### src/rtl/dvt_pkg.sv
// Package for the divider and timer block with reload.
// Holds the request and response types, register codes and timer constants.
// No dependencies.
package dvt_pkg;

   // Request kinds carried in the low bits of the request user field.
   localparam logic [1:0] OP_TICK  = 2'd0;
   localparam logic [1:0] OP_READ  = 2'd1;
   localparam logic [1:0] OP_WRITE = 2'd2;

   // Register indexes.
   localparam logic [1:0] REG_DIV    = 2'd0;
   localparam logic [1:0] REG_COUNT  = 2'd1;
   localparam logic [1:0] REG_RELOAD = 2'd2;
   localparam logic [1:0] REG_CTRL   = 2'd3;

   localparam logic [15:0] DIV_RESET    = 16'hAB00;
   localparam logic [7:0]  CTRL_RESET   = 8'hF8;
   localparam logic [15:0] STROBE_POINT = 16'h2000;
   localparam logic [15:0] DIV_STEP     = 16'd4;
   localparam logic [10:0] PRESCALE_STEP = 11'd4;
   localparam logic [7:0]  COUNT_MAX    = 8'hFF;
   localparam int unsigned ENABLE_BIT   = 2;

   typedef struct packed {
      logic [7:0] write_data;
      logic [1:0] reg_index;
      logic [1:0] op;
   } req_item_type;

   typedef struct packed {
      logic       sequencer_strobe;
      logic       timer_irq;
      logic [7:0] read_data;
   } rsp_item_type;

   // Prescale period minus one for each clock select: 1024, 16, 64, 256 prescale counts.
   function automatic logic [10:0] period_mask(input logic [1:0] sel);
      logic [10:0] mask;
      case (sel)
         2'd0:    mask = 11'h3FF;
         2'd1:    mask = 11'h00F;
         2'd2:    mask = 11'h03F;
         default: mask = 11'h0FF;
      endcase
      return mask;
   endfunction

endpackage

### src/rtl/dvt_core.sv
// Timer state and the single-pass update for one request.
// Depends on dvt_pkg for the request and response types and constants.
module dvt_core (
   input  logic                  clock,
   input  logic                  reset,
   input  logic                  item_fire,
   input  dvt_pkg::req_item_type item,
   output dvt_pkg::rsp_item_type result
);
   import dvt_pkg::*;

   logic [15:0] divider_ff, divider_in;
   logic [7:0]  counter_ff, counter_in;
   logic [7:0]  reload_ff, reload_in;
   logic [7:0]  control_ff, control_in;
   logic [10:0] prescale_ff, prescale_in;

   logic [15:0] div_next;
   logic [10:0] pre_sum;
   logic [10:0] mask;
   logic        period_hit;

   assign div_next   = divider_ff + DIV_STEP;
   assign pre_sum    = prescale_ff + PRESCALE_STEP;
   assign mask       = period_mask(control_ff[1:0]);
   // The period is a power of two, so reaching it means a bit above the mask is set.
   assign period_hit = (pre_sum & ~mask) != 11'd0;

   always_comb begin
      divider_in  = divider_ff;
      counter_in  = counter_ff;
      reload_in   = reload_ff;
      control_in  = control_ff;
      prescale_in = prescale_ff;
      result      = '0;
      unique case (item.op)
         OP_TICK: begin
            divider_in = div_next;
            result.sequencer_strobe = (div_next == STROBE_POINT);
            if (control_ff[ENABLE_BIT]) begin
               prescale_in = pre_sum;
               if (period_hit) begin
                  prescale_in = pre_sum & mask;
                  if (counter_ff == COUNT_MAX) begin
                     counter_in = reload_ff;
                     result.timer_irq = 1'b1;
                  end else begin
                     counter_in = counter_ff + 8'd1;
                  end
               end
            end
         end
         OP_READ: begin
            unique case (item.reg_index)
               REG_DIV:    result.read_data = divider_ff[15:8];
               REG_COUNT:  result.read_data = counter_ff;
               REG_RELOAD: result.read_data = reload_ff;
               default:    result.read_data = control_ff;
            endcase
         end
         OP_WRITE: begin
            unique case (item.reg_index)
               REG_DIV: begin
                  divider_in = '0;
                  counter_in = '0;
               end
               REG_COUNT:  counter_in = item.write_data;
               REG_RELOAD: reload_in  = item.write_data;
               default: begin
                  if (control_ff[1:0] != item.write_data[1:0]) begin
                     counter_in = '0;
                  end
                  control_in = item.write_data;
               end
            endcase
         end
         default: begin
            // The unused request kind changes nothing and answers with zeros.
         end
      endcase
   end

   always_ff @(posedge clock) begin
      if (reset) begin
         divider_ff  <= DIV_RESET;
         counter_ff  <= '0;
         reload_ff   <= '0;
         control_ff  <= CTRL_RESET;
         prescale_ff <= '0;
      end else if (item_fire) begin
         divider_ff  <= divider_in;
         counter_ff  <= counter_in;
         reload_ff   <= reload_in;
         control_ff  <= control_in;
         prescale_ff <= prescale_in;
      end
   end

endmodule

### src/rtl/divider_timer_with_reload_core.sv
// A request is held in the input register and its response in the result register, which
// is valid until rsp_tready takes it. Throughput: one request per cycle while rsp_tready
// does not stall; the timer state is updated in a single pass as a request leaves
// the input register, so the next request sees it at once.
// Reset: synchronous, active high; divider 0xAB00, control 0xF8, other timer state zero.
// Depends on dvt_pkg and dvt_core.
module divider_timer_with_reload_core (
   input  logic        clock,
   input  logic        reset,
   input  logic        req_tvalid,
   output logic        req_tready,
   input  logic [7:0]  req_tdata,  // [7:0] write_data
   input  logic [3:0]  req_tuser,  // [1:0] op, [3:2] reg_index
   output logic        rsp_tvalid,
   input  logic        rsp_tready,
   output logic [15:0] rsp_tdata   // [7:0] read_data, [8] timer_irq,
                                   // [9] sequencer_strobe, [15:10] zero
);
   import dvt_pkg::*;

   logic         s1_valid_ff, s1_valid_in;
   req_item_type s1_item_ff;
   logic         rsp_valid_ff, rsp_valid_in;
   rsp_item_type rsp_item_ff;
   rsp_item_type result;
   logic         advance;
   logic         req_fire;

   // The input register moves on whenever the result register is empty or draining.
   assign advance     = !rsp_valid_ff || rsp_tready;
   assign req_tready  = !s1_valid_ff || advance;
   assign req_fire    = req_tvalid && req_tready;
   assign s1_valid_in = req_fire || (s1_valid_ff && !advance);
   assign rsp_valid_in = (s1_valid_ff && advance) || (rsp_valid_ff && !rsp_tready);

   dvt_core u_core (
      .clock     (clock),
      .reset     (reset),
      .item_fire (s1_valid_ff && advance),
      .item      (s1_item_ff),
      .result    (result)
   );

   always_ff @(posedge clock) begin
      if (reset) begin
         s1_valid_ff  <= 1'b0;
         rsp_valid_ff <= 1'b0;
      end else begin
         s1_valid_ff  <= s1_valid_in;
         rsp_valid_ff <= rsp_valid_in;
      end
   end

   always_ff @(posedge clock) begin
      if (req_fire) begin
         s1_item_ff.write_data <= req_tdata;
         s1_item_ff.reg_index  <= req_tuser[3:2];
         s1_item_ff.op         <= req_tuser[1:0];
      end
      if (s1_valid_ff && advance) begin
         rsp_item_ff <= result;
      end
   end

   assign rsp_tvalid = rsp_valid_ff;
   assign rsp_tdata  = {6'd0, rsp_item_ff};

   // Only ticks can raise the interrupt or the sequencer strobe.
   a_flags_on_tick_only: assert property (@(posedge clock) disable iff (reset)
      (s1_valid_ff && advance && s1_item_ff.op != OP_TICK)
      |=> (rsp_item_ff.timer_irq == 1'b0 && rsp_item_ff.sequencer_strobe == 1'b0))
      else $error("timer flag raised on a non-tick request");

   // Writes return no read data.
   a_write_reads_zero: assert property (@(posedge clock) disable iff (reset)
      (s1_valid_ff && advance && s1_item_ff.op == OP_WRITE)
      |=> (rsp_item_ff.read_data == 8'd0))
      else $error("write request returned nonzero read data");

   // A pending request in the input register reaches the result register whenever it is empty.
   a_s1_moves: assert property (@(posedge clock) disable iff (reset)
      (s1_valid_ff && !rsp_valid_ff) |=> rsp_valid_ff)
      else $error("request stuck in input register");

endmodule
### config.mk
export PLATFORM = sky130hd
export DESIGN_NAME = divider_timer_with_reload_core
export DESIGN_NICKNAME = d
export VERILOG_FILES = /design/src/rtl/dvt_pkg.sv /design/src/rtl/dvt_core.sv /design/src/rtl/divider_timer_with_reload_core.sv
export SDC_FILE = /design/constraint.sdc
export NUM_CORES = 1
export LEC_CHECK = 0
export ABC_CLOCK_PERIOD_IN_PS = 2900
export BUFFER_PORTS_ARGS = -buffer_cell sky130_fd_sc_hd__buf_2
export CELL_PAD_IN_SITES_DETAIL_PLACEMENT = 1
export CELL_PAD_IN_SITES_GLOBAL_PLACEMENT = 1
export CORE_ASPECT_RATIO = 1.75
export CORE_MARGIN = 4
export CORE_UTILIZATION = 46
export CTS_CLUSTER_DIAMETER = 150
export DETAILED_ROUTE_END_ITERATION = 12
export HOLD_SLACK_MARGIN = 0.1
export PLACE_DENSITY = 0.82
export SYNTH_ARGS = -nofsm -noshare
export SYNTH_HDL_FRONTEND = slang
export SYNTH_SLANG_ARGS = --single-unit
### constraint.sdc
create_clock -name clock -period 2.9 [get_ports clock]
set_input_delay 0.58 -clock clock [delete_from_list [all_inputs] [get_ports clock]]
set_output_delay 0.58 -clock clock [all_outputs]
set_load 0.1 [all_outputs]
### Yosys cells after proc, flatten, opt, wreduce, memory -nomap -nowiden

Index checks and enable logic that the tools add are counted.

| word-level totals | value |
|---|---|
| logic and storage cells | 70 |
| output and inout port bits | 18 |
| register bits | 75 |
| input port bits | 16 |

| operators by class | value |
|---|---|
| bitwise gates (word level) | 4 |
| add/sub/neg operators | 3 |
| equality and inequality tests | 14 |
| multiplexer cells | 12 |
| reductions and logical operators | 24 |

Operators with widths:

| cell | count |
|---|---|
| $pmux 8 s3 | 2 |
| $mux 8 | 4 |
| $pmux 16 s2 | 1 |
| $pmux 10 s3 | 1 |
| $add 16x3->16 const B | 1 |
| $eq 16x14->1 const B | 1 |
| $mux 16 | 1 |
| $pmux 8 s2 | 1 |
| $reduce_and 3->1 | 5 |
| $add 11x3->11 const B | 1 |
| $and 11x10->11 | 1 |
| $and 11x11->11 | 1 |
| $mux 11 | 1 |
| $not 10->11 | 1 |
| $reduce_bool 11->1 | 1 |
| $add 8x1->8 const B | 1 |
| $eq 8x8->1 const B | 1 |
| $eq 2x1->1 const B | 3 |
| $eq 2x2->1 const B | 3 |
| $logic_not 2->1 | 3 |
| $ne 2x1->1 const B | 3 |
| $reduce_and 6->1 | 1 |
| $logic_and 1x1->1 | 4 |
| $logic_not 1->1 | 4 |
| other kinds (8) | 11 |

### Logic depth before layout (Yosys ltp)

Gate-level depths: netlist of the first run.

| depth | value |
|---|---|
| word-level depth | 8 |
| depth in mapped cells | 8 |
| gate-level depth less buffers | 6 |

### By module

Synthesis of the first run repeated with hierarchy kept, for this count alone.

| second synthesis, totals | value |
|---|---|
| cells, all modules | 403 |
| area total of the unflattened synthesis | 3708.6 um2 |

Modules (own cells, without submodules):

| module | cells an instance | area an instance (um2) | instances | sequential area each (um2) |
|---|---|---|---|---|
| dvt_core | 364 | 2895.3 | 1 | 940.9 |
| divider_timer_with_reload_core | 39 | 813.3 | 1 | 700.7 |

### Worst setup path before layout of the first run

Ideal clock, no wire load.

| path | value |
|---|---|
| path kind | reg2reg |
| from | reg rsp_valid_ff, in the netlist rsp_tvalid |
| to | reg s1_item_ff[0] (netlist name) (enable) |
| cell stages (with the launch flop) | 5 |
| required time | 2.600 ns |
| clock period less this slack | 2.805 ns |
| path buffers | 1 |
| slack | 0.095 ns |
| arrival time | 2.505 ns |
| setup time | 0.300 ns |
| cells stage by stage | dfxtp_1 > nor2b_1 > buf_2 > nand2_1 > and2_1 |

| on the way | value |
|---|---|
| word-level cells in the longest chain between the ends | 4 |

RTL lines:

| what | RTL line | RTL |
|---|---|---|
| start, declared | divider_timer_with_reload_core.sv:23 | `logic rsp_valid_ff, rsp_valid_in;` |
| start signal, assigned | divider_timer_with_reload_core.sv:50 | `rsp_valid_ff <= rsp_valid_in;` |
| $logic_not 1->1 | divider_timer_with_reload_core.sv:30 | `assign advance = !rsp_valid_ff \|\| rsp_tready;` |
| $logic_or 1x1->1 | divider_timer_with_reload_core.sv:30 |  |
| $logic_or 1x1->1 | divider_timer_with_reload_core.sv:31 | `assign req_tready = !s1_valid_ff \|\| advance;` |
| net req_tready | divider_timer_with_reload_core.sv:11 | `output logic req_tready,` |
| $logic_and 1x1->1 | divider_timer_with_reload_core.sv:32 | `assign req_fire = req_tvalid && req_tready;` |
| net req_fire | divider_timer_with_reload_core.sv:27 | `logic req_fire;` |
| end, declared | divider_timer_with_reload_core.sv:22 | `req_item_type s1_item_ff;` |

The timed path passes the listed nets, and every way through them passes these cells.
A chain may end at the register's enable or synchronous reset.

### Worst setup path after layout of the first run

| path | value |
|---|---|
| from | reg u_core.prescale_ff[2] |
| to | reg u_core.counter_ff[2] |

| on the way | value |
|---|---|
| word-level cells in the longest chain between the ends | 5 |

RTL lines:

| what | RTL line | RTL |
|---|---|---|
| start, declared | dvt_core.sv:16 | `logic [10:0] prescale_ff, prescale_in;` |
| start signal, assigned | dvt_core.sv:95 | `prescale_ff <= prescale_in;` |
| $add 11x3->11 | dvt_core.sv:24 | `assign pre_sum = prescale_ff + PRESCALE_STEP;` |
| $and 11x11->11 | dvt_core.sv:27 | `assign period_hit = (pre_sum & ~mask) != 11'd0;` |
| $reduce_bool 11->1 | dvt_core.sv:27 |  |
| $ne 2x1->1 (no line) | n/a |  |
| $reduce_and 6->1 (no line) | n/a |  |
| end signal, assigned | dvt_core.sv:92 | `counter_ff <= counter_in;` |
| end, declared | dvt_core.sv:13 | `logic [7:0] counter_ff, counter_in;` |

No other way between the ends.

==> flow_summary.toml, run 1 <==
[detailed_routing]
vias_per_cell = 6.34
vias = 3309
drc_errors = 0
ant_nets = 0
drt_iter0_markers = 223
routed_wl_microns = 10700
avgRoutedWirePerCell_microns = 20.5
dr.pass1.iters = 5

[floorplan]
io_pins = 34
die_y_microns = 130
die_area_sq_um = 10100
start_util = 0.472
dieWidth_microns = 77.6
rows = 44
design.core.area_sq_um = 8260

[yosys]
yosysSeqAreaShare = 0.421
ys_seq_elements = 71
syn-instance-count = 404
synth-edff-count = 22
yosysWarnings = 0
synth_ff_type = "dfxtp_1"
syn-cell-area_sq_um = 3900
async_flop_share = 0
syn_area_per_cell_sq_um = 9.64
synth_cell_types = 63

[timing]
rsz0062_at_grt = "no"
finalHoldViolations = 0
period_minus_slack_ns = 2.60
worst_pin_slew_ns = 0.871
fin_skew_ns = 0.00373
fmax_mhz = 384
finalMaxSlewViolations = 0
finalSetupViolations = 0
tns_ns = 0
maxSlewHeadroom = 0.415
fin_crit_sh = 0.897

[cts]
cts_resized = 0
htree_levels = 3
post_cts_buffers = 0
cts_sinks = 71
clk_pin_slew_ns = 0.06
numCtsBuffers = 9
clockBufferDepth = 2
clk_latency_ns = 0.33
cts_root_buf = "clkbuf_16"
cts_tree = "yes"
cts_hold_buffers = 0

[critical_path]
path_class = "flop to flop"
path_max_fanout = 9
endpoint = "u_core.counter_ff[2]"
reg2reg_depth = 6
crit_start = "u_core.prescale_ff[2]"
start_kind = "flop"
critical_path_arrival_ns = 2.82
end_kind = "flop"
rrSetupSlack_ns = 0.30
r2r-end = "u_core.counter_ff[2]"
r2r_start = "u_core.prescale_ff[2]"
required_ns = 3.12

[global_route]
grt_pass1_vias = 3420
grt_usage = 0.227
grt_first_pass_wirelength_microns = 17600
antenna_found_initial = 0
grt-ovfl-total = 0
grt_max_degree = 44

[placement]
gp_congestion = 0.844
port_buffers = 27
dp_hpwl_microns = 7730

[cells_and_area]
num_antenna_cells = 0
area_delta_synth_final_pct = 11.1
drive_gt1_frac = 0.170
final_nets = 447

[min_path]
hold_class = "primary input to flop"
hold_path_depth = 1

[power_and_ir_drop]
power_leakage_nw = 1.56
irDropWorstVdd_mv = 0.346
power_mw = 2.27
p_per_area_nw_per_um2 = 525

[run]
maxCapViolations = 0

[outcome]
status = "finished clean"
[Yosys cell counts, drive strengths merged, types with 2 or more instances]
| cell type | count | area share |
|---|---|---|
| nand4 | 11 | 0.019 |
| or3 | 8 | 0.013 |
| nand2b | 4 | 0.0064 |
| nor2 | 38 | 0.037 |
| and3 | 6 | 0.0096 |
| a31oi | 8 | 0.013 |
| nand3b | 4 | 0.0077 |
| ha | 6 | 0.019 |
| xor2 | 3 | 0.0067 |
| a211oi | 3 | 0.0058 |
| and2 | 9 | 0.014 |
| o2111ai | 2 | 0.0045 |
| inv | 9 | 0.0087 |
| o211ai | 4 | 0.0077 |
| nor2b | 17 | 0.027 |
| or4 | 2 | 0.0039 |
| nor4 | 7 | 0.019 |
| clkbuf | 15 | 0.014 |
| a21o | 3 | 0.0058 |
| a2bb2oi | 2 | 0.0045 |
| a21oi | 22 | 0.028 |
| o21ai | 20 | 0.026 |
| mux4 | 8 | 0.046 |
| nand2 | 24 | 0.024 |
| a211o | 9 | 0.020 |
| nor3 | 9 | 0.014 |
| nand3 | 15 | 0.019 |
| and4 | 5 | 0.012 |
| nor3b | 2 | 0.0051 |
| a221o | 2 | 0.0051 |
| mux2i | 13 | 0.033 |
| buf | 13 | 0.022 |
| a22oi | 2 | 0.0039 |
| xnor2 | 5 | 0.011 |
| edfxtp | 22 | 0.17 |
| mux2 | 7 | 0.027 |
| dfxtp | 49 | 0.25 |
[sequential cells by signal, summed over array words and instances (netlist names), 8 cells and up]
name	flops
u_core.prescale_ff	9
s1_item_ff	12
u_core.counter_ff	8
rsp_tdata	10
u_core.divider_ff	14
u_core.control_ff	8
u_core.reload_ff	8
[metrics by stage]
stage | hold WS, ns | utilization | area (sq um) | setup slack, ns | std cells
after floorplan | 0.430 | - | 3920 | 0.0949 | 409
after global placement | 0.438 | 0.493 | 4070 | 0.361 | 506
after detailed placement | 0.450 | 0.493 | 4070 | 0.254 | 506
after CTS | 0.413 | 0.524 | 4330 | 0.188 | 522
after global routing | 0.407 | 0.524 | 4330 | 0.138 | 522
final | 0.418 | 0.524 | 4330 | 0.299 | 522
[layout make-up]
| cell class | instances | area (sq um) |
|---|---|---|
| Multi-Input combinational cell | 301 | 2100 |
| Sequential cell | 71 | 1640 |
| Timing Repair Buffer | 33 | 180 |
| Clock buffer | 12 | 236 |
| Fill cell | 958 | 3930 |
| Inverter | 9 | 33.8 |
| Tap cell | 92 | 115 |
| Clock inverter | 4 | 22.5 |
[where the power goes]
group | switching (mW) | leakage [nW] | total (mW) | internal [mW]
Combinational | 0.148 | 0.820 | 0.203 | 0.0547
Sequential | 0.0272 | 0.613 | 1.08 | 1.05
Clock | 0.417 | 0.126 | 0.992 | 0.575
[layout by cell type, fill, tap and decap left out, types with 6 or more instances in the layout]
cell       count
a211o_1        9
edfxtp_1      22
ha_1           6
nor2_1        38
mux4_2         8
buf_2         27
or3_1          8
nor3_1         8
o21ai_0       20
nand2_1       23
nand4_1       10
and2_1         9
conb_1         6
a31oi_1        8
a21oi_1       22
buf_4          6
nand3_1       15
mux2i_1       13
dfxtp_1       49
clkbuf_16      9
nor2b_1       17
inv_1          8
and3_1         6
mux2_4         7
[routing by layer]
metal,share of wire,up-vias,GRT usage
met5,0,-,0
met4,0.032,0,0.121
met3,0.035,26,0.0497
met2,0.56,76,0.428
met1,0.37,1672,0.232
li1,-,1535,-
[worst max-delay path: stages (launching register included)]
cell	delay [ns]
dfxtp_1	0.47
ha_1	0.40
nand4_2	0.17
o311ai_0	0.49
and4_1	0.28
a21o_2	0.33
mux2_4	0.34
[cells by family (layout without fill, tap and decap cells)]
kind of cell	count (synthesis)	in the layout	share of synthesized area
xor gates and xnor gates	8	8	0.0180
DFF	71	71	0.421
and+or+nand+nor	165	165	0.240
AOI/OAI and AO/OA	88	88	0.149
muxes	28	28	0.107
adders and majority gates	6	6	0.0193
buffers and inverters	37	58	0.0453
other	1	6	0.000962
[worst min path at each step]
stage	slack (ns)	to	startpoint
final	0.42	s1_item_ff[6]	req_tdata[2]
after global routing	0.41	s1_item_ff[7]	req_tdata[3]
after CTS	0.41	s1_item_ff[11]	req_tdata[7]
after detailed placement	0.45	u_core.control_ff[7]	u_core.control_ff[7]
after global placement	0.44	u_core.control_ff[7]	u_core.control_ff[7]
after floorplan	0.43	u_core.control_ff[3]	u_core.control_ff[3]
No activity file was read; power rests on OpenSTA's default activity.
==> run 2, diff against run 1 <==
- ABC_CLOCK_PERIOD_IN_PS: 2900 -> 3310
- CORE_UTILIZATION: 46 -> 50
- PLACE_DENSITY: 0.82 -> 0.88
- clock period: 2.9 -> 3.31 ns (I/O delays scaled with it)
==> run 2 against run 1 <==
- sequential share of layout area decreased by 0.42 points
- first-iteration DRC count decreased by 0.90%
- count of clock-buffer cells in the layout decreased by 3
- critical path depth unchanged
- worst setup slack improved by 0.28 ns
- via count decreased by 0.30%
- flip-flop and latch count unchanged
- maximum frequency decreased by 4.9%
==> flow_summary.toml, run 2 (synthesis gave the netlist of run 1 again) <==
[outcome]
status = "finished clean"

[cts]
cts_hold_buffers = 0
cts_root_buf = "clkbuf_16"
htree_levels = 3
clk_latency_ns = 0.34
clockBufferDepth = 2
cts_resized = 0
cts_sinks = 71
numCtsBuffers = 9
clk_pin_slew_ns = 0.06
post_cts_buffers = 0
cts_tree = "yes"

[timing]
tns_ns = 0
period_minus_slack_ns = 2.74
finalHoldViolations = 0
finalSetupViolations = 0
worst_pin_slew_ns = 0.859
finalMaxSlewViolations = 0
hold_ws_ns = 0.471
maxSlewHeadroom = 0.426
rsz0062_at_grt = "no"
fin_crit_sh = 0.827
fmax_mhz = 365
fin_skew_ns = 0.00615

[floorplan]
start_util = 0.515
design.core.area_sq_um = 7570
dieWidth_microns = 74.7
die_y_microns = 125
rows = 42
die_area_sq_um = 9320
io_pins = 34

[global_route]
grt-busiest-layer = "met2"
use_met2 = 0.450
antenna_found_initial = 0
grt_max_degree = 36
grtUsageMet1 = 0.253
grt_pass1_vias = 3509
grt_first_pass_wirelength_microns = 17700
grt_usage = 0.249
grt-ovfl-total = 0
grt_use_met3 = 0.0501

[placement]
gp_congestion = 0.847
port_buffers = 27
dp_hpwl_microns = 7860

[critical_path]
end_kind = "flop"
critical_path_arrival_ns = 2.97
path_max_fanout = 9
start_kind = "flop"
path_class = "flop to flop"
required_ns = 3.54
reg2reg_depth = 6

[cells_and_area]
utilization = 0.578
largest_register_ff_count = 14
num_antenna_cells = 0
final_nets = 444
top_register = "u_core.divider_ff"
layout_common_cells = "dfxtp_1, nor2_1, buf_2, nand2_1"
area_delta_synth_final_pct = 12.3
layout_commonest_cell = "dfxtp_1"
n_fill_cell = 871
drive_gt1_frac = 0.166

[power_and_ir_drop]
power_leakage_nw = 1.58
power_mw = 2.22
p_per_area_nw_per_um2 = 508
irDropWorstVdd_mv = 0.424

[detailed_routing]
drc_errors = 0
dr.pass1.iters = 6
vias = 3299
vias_per_cell = 6.41
avgRoutedWirePerCell_microns = 21.2
drt_iter0_markers = 221
routed_wl_microns = 10900
ant_nets = 0

[min_path]
hold_class = "flop to flop"
hold_path_depth = 1

[run]
maxCapViolations = 0
[run 2: changes by cell type in the layout (fill, tap and decap cells not counted)]
| cell | previous run | this run |
|---|---|---|
| clkinv_2 | 3 | 2 |
| clkinv_1 | 0 | 1 |
| clkbuf_1 | 3 | 0 |
| a21o_1 | 2 | 3 |
| buf_4 | 6 | 3 |
| bufinv_16 | 0 | 3 |
| a21o_2 | 1 | 0 |
[run 2: where the power goes]
| group | switching, mW | internal [mW] | total (mW) |
|---|---|---|---|
| logic | 0.129 | 0.0467 | 0.176 |
| clock network | 0.370 | 0.730 | 1.10 |
| registers | 0.0265 | 0.920 | 0.947 |
| total | 0.525 | 1.70 | 2.22 |
[run 2: cell type report]
type / count / area [sq um] / area share
Timing Repair Buffer: 30 / 158 / 0.0360
Clock buffer: 9 / 225 / 0.0515
Multi-Input combinational cell: 301 / 2100 / 0.479
Sequential cell: 71 / 1640 / 0.375
Tap cell: 88 / 110 / 0.0252
Clock inverter: 7 / 111 / 0.0254
Inverter: 9 / 33.8 / 0.00772
[run 2: worst max-delay path, stage by stage (launching register included)]
cell      delay, ns
dfxtp_1        0.48
ha_1           0.41
nand4_2        0.20
o311ai_0       0.52
and4_1         0.27
a21o_1         0.40
mux2_4         0.34
[run 2: routing by layer]
metal | routed length, microns | vias to the layer above
li1 | - | 1528
met1 | 3880 | 1629
met2 | 6050 | 100
met3 | 503 | 42
met4 | 481 | 0
met5 | 0 | -
[run 2: through the flow]
| step | cell area, sq um | worst slack, ns | cells |
|---|---|---|---|
| 2_1_floorplan | 3920 | 0.505 | 409 |
| 3_3_place_gp | 4040 | 0.755 | 499 |
| 3_5_place_dp | 4040 | 0.643 | 499 |
| 4_1_cts | 4380 | 0.586 | 515 |
| 5_1_grt | 4380 | 0.372 | 515 |
| 6_report | 4380 | 0.574 | 515 |
[run 2: worst paths after layout]
kind	from	end	slack, ns
max	u_core.prescale_ff[2]	u_core.counter_ff[6]	0.57
min	u_core.control_ff[5]	u_core.control_ff[5]	0.47
max reg2reg	u_core.prescale_ff[2]	u_core.counter_ff[6]	0.57
min reg2reg	u_core.control_ff[5]	u_core.control_ff[5]	0.47
